### src/rtl/mau_pkg.sv
`default_nettype none
package mau_pkg;
   localparam int unsigned VALUE_WIDTH = 64;
   localparam int unsigned CNT_WIDTH = $clog2(VALUE_WIDTH);
   localparam logic [63:0] MOD_RESET = 64'hFFFF_FFFF_FFFF_FFC5;

   localparam logic [2:0] CMD_ADD = 3'd0;
   localparam logic [2:0] CMD_SUB = 3'd1;
   localparam logic [2:0] CMD_MUL = 3'd2;
   localparam logic [2:0] CMD_POW = 3'd3;
   localparam logic [2:0] CMD_INV = 3'd4;
   localparam logic [2:0] CMD_DIV = 3'd5;

   typedef logic [VALUE_WIDTH-1:0] value_type;

   // Modular add of two residues below m.
   function automatic value_type add_mod(value_type x, value_type y, value_type m);
      logic [VALUE_WIDTH:0] s;
      logic [VALUE_WIDTH:0] d;
      s = {1'b0, x} + {1'b0, y};
      d = s - {1'b0, m};
      add_mod = d[VALUE_WIDTH] ? s[VALUE_WIDTH-1:0] : d[VALUE_WIDTH-1:0];
   endfunction

   typedef struct packed {
      logic      start;
      value_type x;
      value_type y;
   } mul_req_type;
endpackage
`default_nettype wire

### src/rtl/mau_mul.sv
`default_nettype none
// Shift-and-add modular multiplier: one bit of y per cycle, most significant first.
module mau_mul
   import mau_pkg::*;
(
   input  wire logic        clock,
   input  wire logic        reset,
   input  wire mul_req_type req,
   input  wire value_type   modulus,
   output logic             done,
   output value_type        product
);
   logic                 busy_ff, busy_in;
   logic [CNT_WIDTH-1:0] cnt_ff, cnt_in;
   value_type            acc_ff, acc_in, x_ff, x_in, y_ff, y_in;
   logic                 done_ff, done_in;
   value_type            dbl, sum;

   always_comb begin
      dbl = add_mod(acc_ff, acc_ff, modulus);
      sum = add_mod(dbl, x_ff, modulus);
      busy_in = busy_ff;
      cnt_in = cnt_ff;
      acc_in = acc_ff;
      x_in = x_ff;
      y_in = y_ff;
      done_in = 1'b0;
      if (req.start) begin
         busy_in = 1'b1;
         cnt_in = CNT_WIDTH'(VALUE_WIDTH - 1);
         acc_in = '0;
         x_in = req.x;
         y_in = req.y;
      end else if (busy_ff) begin
         acc_in = y_ff[VALUE_WIDTH-1] ? sum : dbl;
         y_in = y_ff << 1;
         cnt_in = cnt_ff - 1'b1;
         if (cnt_ff == '0) begin
            busy_in = 1'b0;
            done_in = 1'b1;
         end
      end
   end

   always_ff @(posedge clock) begin
      if (reset) begin
         busy_ff <= 1'b0;
         done_ff <= 1'b0;
         cnt_ff <= '0;
      end else begin
         busy_ff <= busy_in;
         done_ff <= done_in;
         cnt_ff <= cnt_in;
      end
      acc_ff <= acc_in;
      x_ff <= x_in;
      y_ff <= y_in;
   end

   assign done = done_ff;
   assign product = acc_ff;
endmodule
`default_nettype wire

### src/rtl/mau_div.sv
`default_nettype none
// Restoring divider: one quotient bit per cycle.
module mau_div
   import mau_pkg::*;
(
   input  wire logic      clock,
   input  wire logic      reset,
   input  wire logic      start,
   input  wire value_type dividend,
   input  wire value_type divisor,
   output logic           done,
   output value_type      quotient,
   output value_type      remainder
);
   logic                 busy_ff, busy_in, done_ff, done_in;
   logic [CNT_WIDTH-1:0] cnt_ff, cnt_in;
   value_type            q_ff, q_in, r_ff, r_in, d_ff, d_in;
   logic [VALUE_WIDTH:0] sh, df;

   always_comb begin
      sh = {r_ff, q_ff[VALUE_WIDTH-1]};
      df = sh - {1'b0, d_ff};
      busy_in = busy_ff;
      cnt_in = cnt_ff;
      q_in = q_ff;
      r_in = r_ff;
      d_in = d_ff;
      done_in = 1'b0;
      if (start) begin
         busy_in = 1'b1;
         cnt_in = CNT_WIDTH'(VALUE_WIDTH - 1);
         q_in = dividend;
         r_in = '0;
         d_in = divisor;
      end else if (busy_ff) begin
         if (!df[VALUE_WIDTH]) begin
            r_in = df[VALUE_WIDTH-1:0];
            q_in = {q_ff[VALUE_WIDTH-2:0], 1'b1};
         end else begin
            r_in = sh[VALUE_WIDTH-1:0];
            q_in = {q_ff[VALUE_WIDTH-2:0], 1'b0};
         end
         cnt_in = cnt_ff - 1'b1;
         if (cnt_ff == '0) begin
            busy_in = 1'b0;
            done_in = 1'b1;
         end
      end
   end

   always_ff @(posedge clock) begin
      if (reset) begin
         busy_ff <= 1'b0;
         done_ff <= 1'b0;
         cnt_ff <= '0;
      end else begin
         busy_ff <= busy_in;
         done_ff <= done_in;
         cnt_ff <= cnt_in;
      end
      q_ff <= q_in;
      r_ff <= r_in;
      d_ff <= d_in;
   end

   assign done = done_ff;
   assign quotient = q_ff;
   assign remainder = r_ff;
endmodule
`default_nettype wire

### src/rtl/modular_arithmetic_unit.sv
// Every command first reduces both operands modulo m with the divider; an inverse then
// runs Euclid steps (a division, a quotient reduction and a multiply each), and each
// power bit takes a square, with a multiply before it for a set exponent bit.
// One request at a time; req_tready is high only when the sequencer is idle and
// no response is pending. The divider and the multiplier each retire one bit a cycle.
// Synchronous active-high reset returns to idle and loads the modulus reset value.
`default_nettype none
module modular_arithmetic_unit
   import mau_pkg::*;
(
   input  wire logic         clock,
   input  wire logic         reset,
   input  wire logic         req_tvalid,
   output logic              req_tready,
   // command[2:0], operand_a[66:3], operand_b[130:67], exponent[194:131], zero fill
   input  wire logic [199:0] req_tdata,
   output logic              rsp_tvalid,
   input  wire logic         rsp_tready,
   // result[63:0]
   output logic [63:0]       rsp_tdata,
   // not_invertible
   output logic              rsp_tuser,
   input  wire logic         csr_valid,
   output logic              csr_ready,
   input  wire logic [63:0]  csr_data
);
   localparam logic [4:0] S_IDLE = 5'd0,  S_RA = 5'd1,  S_RAW = 5'd2, S_RB = 5'd3,
                          S_RBW = 5'd4,  S_DISP = 5'd5, S_MULW = 5'd6, S_PSTEP = 5'd7,
                          S_PMW = 5'd8,  S_PSQ = 5'd9,  S_PSQW = 5'd10, S_IINIT = 5'd11,
                          S_IDIV = 5'd12, S_IDW = 5'd13, S_IQM = 5'd14, S_IQMW = 5'd15,
                          S_IMUL = 5'd16, S_IMW = 5'd17, S_IEND = 5'd18, S_DMUL = 5'd19,
                          S_DMW = 5'd20, S_OUT = 5'd21;

   logic [4:0]  st_ff, st_in;
   logic [63:0] modreg_ff, modreg_in;
   logic [2:0]  cmd_ff, cmd_in;
   value_type   a_ff, a_in, b_ff, b_in, res_ff, res_in;
   logic [63:0] e_ff, e_in;
   logic        neg_ff, neg_in, err_ff, err_in;
   value_type   r0_ff, r0_in, r1_ff, r1_in, t0_ff, t0_in, t1_ff, t1_in, q_ff, q_in;
   logic        ovalid_ff, ovalid_in;
   logic [63:0] odata_ff, odata_in;
   logic        oerr_ff, oerr_in;

   value_type   m_raw, m_eff, one_m;
   mul_req_type mreq;
   logic        mdone, dstart, ddone;
   value_type   mprod, dnum, dden, dquo, drem;

   assign m_raw = modreg_ff[VALUE_WIDTH-1:0];
   assign m_eff = (m_raw < value_type'(2)) ? value_type'(1) : m_raw;
   assign one_m = (m_eff == value_type'(1)) ? '0 : value_type'(1);

   mau_mul u_mul (
      .clock(clock), .reset(reset), .req(mreq), .modulus(m_eff),
      .done(mdone), .product(mprod)
   );
   mau_div u_div (
      .clock(clock), .reset(reset), .start(dstart), .dividend(dnum), .divisor(dden),
      .done(ddone), .quotient(dquo), .remainder(drem)
   );

   assign req_tready = (st_ff == S_IDLE) && !ovalid_ff;
   assign csr_ready = 1'b1;

   always_comb begin
      st_in = st_ff;
      modreg_in = csr_valid ? csr_data : modreg_ff;
      cmd_in = cmd_ff; a_in = a_ff; b_in = b_ff; e_in = e_ff; res_in = res_ff;
      neg_in = neg_ff; err_in = err_ff;
      r0_in = r0_ff; r1_in = r1_ff; t0_in = t0_ff; t1_in = t1_ff; q_in = q_ff;
      ovalid_in = ovalid_ff && !rsp_tready;
      odata_in = odata_ff; oerr_in = oerr_ff;
      mreq = '0;
      dstart = 1'b0;
      dnum = a_ff;
      dden = m_eff;
      unique case (st_ff)
         S_IDLE: begin
            if (req_tvalid && req_tready) begin
               cmd_in = req_tdata[2:0];
               a_in = req_tdata[3 +: VALUE_WIDTH];
               b_in = req_tdata[67 +: VALUE_WIDTH];
               e_in = req_tdata[194:131];
               err_in = 1'b0;
               res_in = '0;
               st_in = S_RA;
            end
         end
         S_RA: begin
            dstart = 1'b1; dnum = a_ff; st_in = S_RAW;
         end
         S_RAW: if (ddone) begin
            a_in = drem; st_in = S_RB;
         end
         S_RB: begin
            dstart = 1'b1; dnum = b_ff; st_in = S_RBW;
         end
         S_RBW: if (ddone) begin
            b_in = drem; st_in = S_DISP;
         end
         S_DISP: begin
            unique case (cmd_ff)
               CMD_ADD: begin
                  res_in = add_mod(a_ff, b_ff, m_eff); st_in = S_OUT;
               end
               CMD_SUB: begin
                  res_in = (a_ff >= b_ff) ? a_ff - b_ff : m_eff - (b_ff - a_ff);
                  st_in = S_OUT;
               end
               CMD_MUL: begin
                  mreq = '{start: 1'b1, x: a_ff, y: b_ff}; st_in = S_MULW;
               end
               CMD_POW: begin
                  neg_in = e_ff[63];
                  e_in = e_ff[63] ? (~e_ff) + 64'd1 : e_ff;
                  res_in = one_m;
                  st_in = S_PSTEP;
               end
               CMD_INV: begin
                  r1_in = a_ff; st_in = S_IINIT;
               end
               CMD_DIV: begin
                  r1_in = b_ff; st_in = S_IINIT;
               end
               default: begin
                  res_in = '0; st_in = S_OUT;
               end
            endcase
         end
         S_MULW: if (mdone) begin
            res_in = mprod; st_in = S_OUT;
         end
         S_PSTEP: begin
            if (e_ff == '0) begin
               if (neg_ff) begin
                  r1_in = res_ff; st_in = S_IINIT;
               end else begin
                  st_in = S_OUT;
               end
            end else if (e_ff[0]) begin
               mreq = '{start: 1'b1, x: res_ff, y: a_ff}; st_in = S_PMW;
            end else begin
               st_in = S_PSQ;
            end
         end
         S_PMW: if (mdone) begin
            res_in = mprod; st_in = S_PSQ;
         end
         S_PSQ: begin
            mreq = '{start: 1'b1, x: a_ff, y: a_ff}; st_in = S_PSQW;
         end
         S_PSQW: if (mdone) begin
            a_in = mprod; e_in = e_ff >> 1; st_in = S_PSTEP;
         end
         S_IINIT: begin
            r0_in = m_eff; t0_in = '0; t1_in = one_m; st_in = S_IDIV;
         end
         S_IDIV: begin
            if (r1_ff == '0) begin
               st_in = S_IEND;
            end else begin
               dstart = 1'b1; dnum = r0_ff; dden = r1_ff; st_in = S_IDW;
            end
         end
         S_IDW: if (ddone) begin
            q_in = dquo; r0_in = r1_ff; r1_in = drem; st_in = S_IQM;
         end
         // The quotient must be reduced before it enters the modular multiplier.
         S_IQM: begin
            dstart = 1'b1; dnum = q_ff; dden = m_eff; st_in = S_IQMW;
         end
         S_IQMW: if (ddone) begin
            q_in = drem; st_in = S_IMUL;
         end
         S_IMUL: begin
            mreq = '{start: 1'b1, x: q_ff, y: t1_ff}; st_in = S_IMW;
         end
         S_IMW: if (mdone) begin
            t0_in = t1_ff;
            t1_in = (t0_ff >= mprod) ? t0_ff - mprod : m_eff - (mprod - t0_ff);
            st_in = S_IDIV;
         end
         S_IEND: begin
            if (r0_ff != value_type'(1)) begin
               err_in = 1'b1; res_in = '0; st_in = S_OUT;
            end else if (cmd_ff == CMD_DIV) begin
               st_in = S_DMUL;
            end else begin
               res_in = t0_ff; st_in = S_OUT;
            end
         end
         S_DMUL: begin
            mreq = '{start: 1'b1, x: a_ff, y: t0_ff}; st_in = S_DMW;
         end
         S_DMW: if (mdone) begin
            res_in = mprod; st_in = S_OUT;
         end
         S_OUT: begin
            if (!ovalid_ff) begin
               ovalid_in = 1'b1;
               odata_in = 64'(res_ff);
               oerr_in = err_ff;
               st_in = S_IDLE;
            end
         end
         default: st_in = S_IDLE;
      endcase
   end

   always_ff @(posedge clock) begin
      if (reset) begin
         st_ff <= S_IDLE;
         modreg_ff <= MOD_RESET;
         ovalid_ff <= 1'b0;
      end else begin
         st_ff <= st_in;
         modreg_ff <= modreg_in;
         ovalid_ff <= ovalid_in;
      end
      cmd_ff <= cmd_in; a_ff <= a_in; b_ff <= b_in; e_ff <= e_in; res_ff <= res_in;
      neg_ff <= neg_in; err_ff <= err_in;
      r0_ff <= r0_in; r1_ff <= r1_in; t0_ff <= t0_in; t1_ff <= t1_in; q_ff <= q_in;
      odata_ff <= odata_in; oerr_ff <= oerr_in;
   end

   assign rsp_tvalid = ovalid_ff;
   assign rsp_tdata = odata_ff;
   assign rsp_tuser = oerr_ff;
endmodule
`default_nettype wire

### config.mk
export PLATFORM = sky130hd
export DESIGN_NAME = modular_arithmetic_unit
export DESIGN_NICKNAME = d
export VERILOG_FILES = /design/src/rtl/mau_pkg.sv /design/src/rtl/mau_mul.sv /design/src/rtl/mau_div.sv /design/src/rtl/modular_arithmetic_unit.sv
export SDC_FILE = /design/constraint.sdc
export NUM_CORES = 2
export LEC_CHECK = 0
export BUFFER_PORTS_ARGS = -buffer_cell sky130_fd_sc_hd__buf_4
export CAP_MARGIN = 20
export CORE_MARGIN = 3
export CORE_UTILIZATION = 45
export CTS_CLUSTER_DIAMETER = 50
export CTS_CLUSTER_SIZE = 24
export DETAILED_ROUTE_END_ITERATION = 12
export HOLD_SLACK_MARGIN = 0.1
export PLACE_DENSITY = 0.63
export SLEW_MARGIN = 10
export SYNTH_ARGS = -nofsm -noshare
export SYNTH_HDL_FRONTEND = slang
export SYNTH_SLANG_ARGS = --single-unit
### constraint.sdc
create_clock -name clock -period 20.8 [get_ports clock]
set_clock_uncertainty 0.1 [all_clocks]
set_input_delay 4.16 -clock clock [delete_from_list [all_inputs] [get_ports clock]]
set_output_delay 4.16 -clock clock [all_outputs]
set_load 0.02 [all_outputs]
# After elaboration in Yosys (flattened, before gate mapping)

Cells that the tools add are included.

Bits of input ports: 269
Flip-flop bits (word level): 1,116
Output and inout port bits: 68
Word-level logic and storage cells: 230

Reductions and logical operators: 43
Muxes and demuxes: 87
$add $sub $neg: 16
Eq/ne operators: 47
Bitwise operators: 4
Magnitude comparators: 3

Operator list:

| operator                                                                       | count |
|---|---|
| 64-bit 2-to-1 mux                                                              | 32 |
| 64-bit one-hot mux with 2 select lines                                         | 6 |
| 64-bit one-hot mux with 3 select lines                                         | 4 |
| 129-bit one-hot mux with 5 select lines                                        | 1 |
| 64-bit one-hot mux with 4 select lines                                         | 2 |
| 129-bit 2-to-1 mux                                                             | 3 |
| 64-bit subtractor                                                              | 6 |
| 65-bit by 64-bit subtractor with 65-bit output                                 | 4 |
| 64-bit by 64-bit adder with 65-bit output                                      | 3 |
| 64-bit greater-or-equal comparator                                             | 2 |
| 64-bit zero test                                                               | 2 |
| 5-bit one-hot mux with 21 select lines                                         | 1 |
| 5-bit 2-to-1 mux                                                               | 13 |
| 64-bit by 1-bit adder with 64-bit output (second input constant)               | 1 |
| 64-bit by 1-bit equality test with 1-bit output (second input constant)        | 1 |
| 64-bit by 2-bit less-than comparator with 1-bit output (second input constant) | 1 |
| 64-bit by 1-bit inequality test with 1-bit output (second input constant)      | 1 |
| 64-bit inverter                                                                | 1 |
| 5-bit by 4-bit equality test with 1-bit output (second input constant)         | 8 |
| 5-bit equality test (second input constant)                                    | 6 |
| 6-bit 2-to-1 mux                                                               | 4 |
| 5-bit by 3-bit equality test with 1-bit output (second input constant)         | 4 |
| 2-bit by 1-bit inequality test with 1-bit output (second input constant)       | 10 |
| 1-bit 2-to-1 mux                                                               | 16 |
| 27 further kinds                                                               | 68 |

# Longest topological paths before layout

Word-level depth: 8
Depth in mapped cells: 48
Gate-level depth less buffers: 44

# Modules after synthesis

A second synthesis with hierarchy kept.

Cell total of the unflattened synthesis: 11,276
Area, all modules: 96,641.4 um^2

Modules (own cells, without submodules):

| module                  | instances | sequential area each (um^2) | area each (um^2) | cells an instance |
|---|---|---|---|---|
| modular_arithmetic_unit | 1         | 20,799.9                    | 63,852.5         | 7,582 |
| mau_mul                 | 1         | 5,285.1                     | 20,743.6         | 2,482 |
| mau_div                 | 1         | 5,285.1                     | 12,045.3         | 1,212 |

# Least setup slack after synthesis

No wires, ideal clock.

Path kind: reg-to-reg
Start point: register st_ff[3]
End point: register t0_ff[0] (enable)
Setup time: 798 ps
Setup slack: 9,420 ps
Data required time: 19,902 ps
Buffers on the path: 3
Stages on the path, launching flop included: 6
Arrival: 10,482 ps
Cells stage by stage: dfxtp_1 > clkbuf_1 > clkbuf_1 > clkbuf_1 > a31oi_1 > nor3b_1

Word-level cells in the longest chain between the ends: 3

Ends and longest elaborated chain:

| what                                                                                                    | RTL line                       | text |
|---|---|---|
| from (decl)                                                                                             | modular_arithmetic_unit.sv:34  | `logic [4:0] st_ff, st_in;` |
| from (signal assigned)                                                                                  | modular_arithmetic_unit.sv:217 | `st_ff <= st_in;` |
| 5-bit equality test or 5-bit by 4-bit equality test with 1-bit output (tied branches)                   | modular_arithmetic_unit.sv:78  | `unique case (st_ff)` |
| 2-bit by 1-bit inequality test with 1-bit output (no source line) or 2-bit nonzero test (tied branches) | -                              |  |
| 2-bit AND reduction (no source line) *                                                                  | -                              |  |
| to (signal assigned)                                                                                    | modular_arithmetic_unit.sv:223 | `r0_ff <= r0_in; r1_ff <= r1_in; t0_ff <= t0_in; t1_ff <= t1_in; q_ff <= q_in;` |
| to (decl)                                                                                               | modular_arithmetic_unit.sv:40  | `value_type r0_ff, r0_in, r1_ff, r1_in, t0_ff, t0_in, t1_ff, t1_in, q_ff, q_in;` |

Every way passes the cells marked *; elsewhere a longest branch is shown, timed or not.
A chain may end at the register's enable or synchronous reset.

# Worst setup path in the final report

Start point: register modreg_ff[18] (netlist: m_raw[18])
End point: register u_mul.acc_ff[21] (netlist: u_mul.product[21])

Word-level cells in the longest chain between the ends: 8

Ends and longest elaborated chain:

| what                                                   | RTL line                       | text |
|---|---|---|
| from (decl)                                            | modular_arithmetic_unit.sv:35  | `logic [63:0] modreg_ff, modreg_in;` |
| from (signal assigned)                                 | modular_arithmetic_unit.sv:218 | `modreg_ff <= modreg_in;` |
| 64-bit by 2-bit less-than comparator with 1-bit output | modular_arithmetic_unit.sv:51  | `assign m_eff = (m_raw < value_type'(2)) ? value_type'(1) : m_raw;` |
| 64-bit 2-to-1 mux *                                    | modular_arithmetic_unit.sv:51  |  |
| 65-bit by 64-bit subtractor with 65-bit output         | mau_pkg.sv:21                  | `d = s - {1'b0, m};` |
| 64-bit 2-to-1 mux                                      | mau_pkg.sv:22                  | `add_mod = d[VALUE_WIDTH] ? s[VALUE_WIDTH-1:0] : d[VALUE_WIDTH-1:0];` |
| 64-bit by 64-bit adder with 65-bit output              | mau_pkg.sv:20                  | `s = {1'b0, x} + {1'b0, y};` |
| 65-bit by 64-bit subtractor with 65-bit output         | mau_pkg.sv:21                  |  |
| 64-bit 2-to-1 mux                                      | mau_pkg.sv:22                  |  |
| 64-bit 2-to-1 mux *                                    | mau_mul.sv:35                  | `acc_in = y_ff[VALUE_WIDTH-1] ? sum : dbl;` |
| to (signal assigned)                                   | mau_mul.sv:55                  | `acc_ff <= acc_in;` |
| to (decl)                                              | mau_mul.sv:15                  | `value_type acc_ff, acc_in, x_ff, x_in, y_ff, y_in;` |

Marks and branches as above.

==> results.sh <==
export IMPL_crit_path_max_fanout=64
export IMPL_syn_num_nets=11943
export IMPL_cts_buffers=162
export IMPL_grt_pass1_wl_mm=583.2
export IMPL_gp_congestion=1.025
export IMPL_fmax_mhz=67.57
export IMPL_cts_sinks=1116
export IMPL_die_x_um=461.8
export IMPL_yosys_register_bits=1116
export IMPL_vias=89971
export IMPL_grt_overflow=0
export IMPL_dieArea_um2=213200
export IMPL_cts_tree="done"
export IMPL_synth_seq_area_share=0.3356
export IMPL_dr_pass1_iters=13
export IMPL_rows=166
export IMPL_hold_buffers=0
export IMPL_power_density_nw_per_um2=211.0
export IMPL_final_hold_violation_count=0
export IMPL_fin_area_um2=105100
export IMPL_vdd_drop_max_mv=0.1621
export IMPL_cts_setup_buffers=0
export IMPL_instances_no_fill=13866
export IMPL_synth_ff_type="edfxtp_1"
export IMPL_synth_cells=10896
export IMPL_cp_end_kind="register"
export IMPL_grt_max_degree=125
export IMPL_path_clk_slew_ns=0.06
export IMPL_vias_per_cell=6.489
export IMPL_postRouteAntennaNets=0
export IMPL_totalWireLength_mm=414.9
export IMPL_antenna_found_initial=24
export IMPL_dr_first_iter_drc_count=13198
export IMPL_h_tree_depth=4
export IMPL_whs_ns=0.3591
export IMPL_cts_resized=0
export IMPL_post_drt_wl_per_cell_um=29.92
export IMPL_slowest_delay_ns=0.81
export IMPL_grt_setup_unrepaired="no"
export IMPL_drv_cap=0
export IMPL_fin_tns_setup_ns=0
export IMPL_clock_path_buffers=3
export IMPL_period_minus_slack_ns=14.80
export IMPL_synth_cell_type_count=102
export IMPL_crit_required_ns=21.36
export IMPL_synth_area_um2=93470
export IMPL_syn_to_final_growth_pct=12.40
export IMPL_finalCritPeriodShare=0.7115
export IMPL_port_buffers=330
export IMPL_dp_slack_ns=6.198
export IMPL_core_area_um2=205600
export IMPL_grt_pass1_vias=83642
export IMPL_clock_latency_ns=0.84
export IMPL_final_max_slew_viol_count=0
export IMPL_maxSlewHeadroom=0.1184
export IMPL_async_reset_ff_frac=0
export IMPL_cpMostUsedCell="buf_4"
export IMPL_dpl_hpwl_mm=333.2
export IMPL_route_detailed_drc=1
export IMPL_start_kind="register"
export IMPL_power_leakage_nw=42.22
export IMPL_synth_edf_count=902
export IMPL_placed_area_um2=99180
export IMPL_outcome="finished, violations left"
export IMPL_yosysWarnings=0
export IMPL_grt_usage=0.3754
export IMPL_cts_root_buffer="clkbuf_16"
export IMPL_fin_ws_ns=6.001
export IMPL_hold_path_class="reg -> reg"
export IMPL_worstPathArrival_ns=15.36
export IMPL_dp_cells=13546
export IMPL_finalSetupViolations=0
export IMPL_tightestPinTransition_ns=1.309
export IMPL_avgSynthCellArea_um2=8.579
export IMPL_nets=12078
export IMPL_dieHeight_um=461.8
export IMPL_start_util=0.4546
export IMPL_cp_slowest_cell="nor4_2"
export IMPL_critPathKind="reg -> reg"
export IMPL_violations="design-rule violations"
export IMPL_drive_gt1_frac=0.1048
export IMPL_io_pins=337
## per-layer routing
metal / GRT usage / part of all wire / up-vias
li1: - / - / 40404
met1: 0.5527 / 0.43 / 43369
met2: 0.5089 / 0.39 / 5634
met3: 0.1208 / 0.14 / 556
met4: 0.1289 / 0.038 / 8
met5: 0.004072 / 0.00040 / -
## logic make-up (layout without fill, tap and decap cells)
group / count (synthesis) / count (layout) / synth area share
DFF: 1116 / 1116 / 0.3356
adders and majority gates: 778 / 778 / 0.1149
AOI/OAI and AO/OA: 3681 / 3681 / 0.2555
buffers and inverters: 1468 / 1741 / 0.05978
and+or+nand+nor: 2985 / 2985 / 0.1480
xor gates and xnor gates: 648 / 648 / 0.06080
other: 1 / 10 / 0.00004012
muxes: 219 / 219 / 0.02543
## final timing paths
kind,start,endpoint,slack (ns),depth (start not counted)
worst max-delay path,m_raw[18]$_SDFFE_PP1P_,u_mul.product[21]$_SDFFE_PP0P_,6.00,47
worst min-delay path,res_ff[18]$_DFFE_PP_,rsp_tdata[18]$_DFFE_PP_,0.36,0
worst max register to register,m_raw[18]$_SDFFE_PP1P_,u_mul.product[21]$_SDFFE_PP0P_,6.00,47
worst min register to register,res_ff[18]$_DFFE_PP_,rsp_tdata[18]$_DFFE_PP_,0.36,0
## power by group
part / total, mW / leakage [nW] / switching, mW / internal (mW)
clock: 2.92 / 2.76 / 1.24 / 1.68
sequential: 4.39 / 10.0 / 1.05 / 3.34
combinational: 14.9 / 29.4 / 9.46 / 5.40
total: 22.2 / 42.2 / 11.8 / 10.4
## worst max-delay path, delay by kind of cell (launching register included)
| kind | cells | cell delay [ns] |
|---|---|---|
| AOI/OAI and AO/OA | 25 | 6.98 |
| xor gates and xnor gates | 3 | 0.44 |
| adders and majority gates | 3 | 0.99 |
| buffers and inverters | 8 | 3.10 |
| DFF | 1 | 0.31 |
| and+or+nand+nor | 8 | 2.49 |
## synthesized netlist by cell type, drive strengths merged, types with 21 or more instances
master | n | area (um2)
a211oi | 130 | 980.9
a21boi | 21 | 168.9
a21o | 311 | 2335
a21oi | 966 | 4846
a221o | 89 | 890.9
a221oi | 61 | 540.5
a222oi | 128 | 1281
a22oi | 161 | 1209
a31o | 22 | 192.7
a31oi | 222 | 1401
and2 | 106 | 663.1
and3 | 107 | 669.4
buf | 69 | 334.1
clkbuf | 550 | 2064
dfxtp | 214 | 4284
edfxtp | 902 | 27090
fa | 134 | 2683
ha | 644 | 8058
inv | 844 | 3171
mux2 | 148 | 1667
mux2i | 71 | 710.7
nand2 | 988 | 3714
nand2b | 86 | 538.0
nand3 | 140 | 705.7
nand4 | 146 | 913.4
nor2 | 895 | 3386
nor2b | 103 | 644.4
nor3 | 150 | 760.7
nor4 | 95 | 630.6
o211ai | 193 | 1454
o21a | 75 | 563.0
o21ai | 831 | 4159
o21bai | 144 | 1081
o221ai | 22 | 192.7
o22ai | 49 | 306.5
o31a | 23 | 201.4
o31ai | 55 | 412.9
or2 | 30 | 187.7
or3 | 57 | 356.6
or4 | 26 | 195.2
xnor2 | 410 | 3598
xor2 | 238 | 2085
## area by class of cell
| class | instances | area, um2 |
|---|---|---|
| inverter | 849 | 3202 |
| sequential | 1116 | 31380 |
| antenna | 9 | 22.52 |
| multi-input combinational | 8312 | 56860 |
| clock inverter | 122 | 1577 |
| timing repair buffer | 590 | 4469 |
| clock buffer | 180 | 4194 |
| fill | 19389 | 100600 |
| tap | 2688 | 3363 |
## per-stage QoR
step                utilization  power [mW]
floorplan                     -       14.40
global placement         0.4823       18.62
detailed placement       0.4824       18.73
CTS                      0.5104       21.72
global route             0.5109       23.59
finish                   0.5109       22.17
## layout by cell type (no fill, tap or decap), drive strengths merged, types with 144 or more instances in the layout
master,instances
o211ai,193
buf,585
xor2,238
ha,644
o21ai,831
dfxtp,214
a31oi,222
a21oi,966
edfxtp,902
mux2,148
inv,887
xnor2,410
clkbuf,184
nand2,988
o21bai,144
nor3,150
nand4,146
nor2,895
a22oi,161
a21o,311
Note: power is estimated with default switching activity, not from simulation.
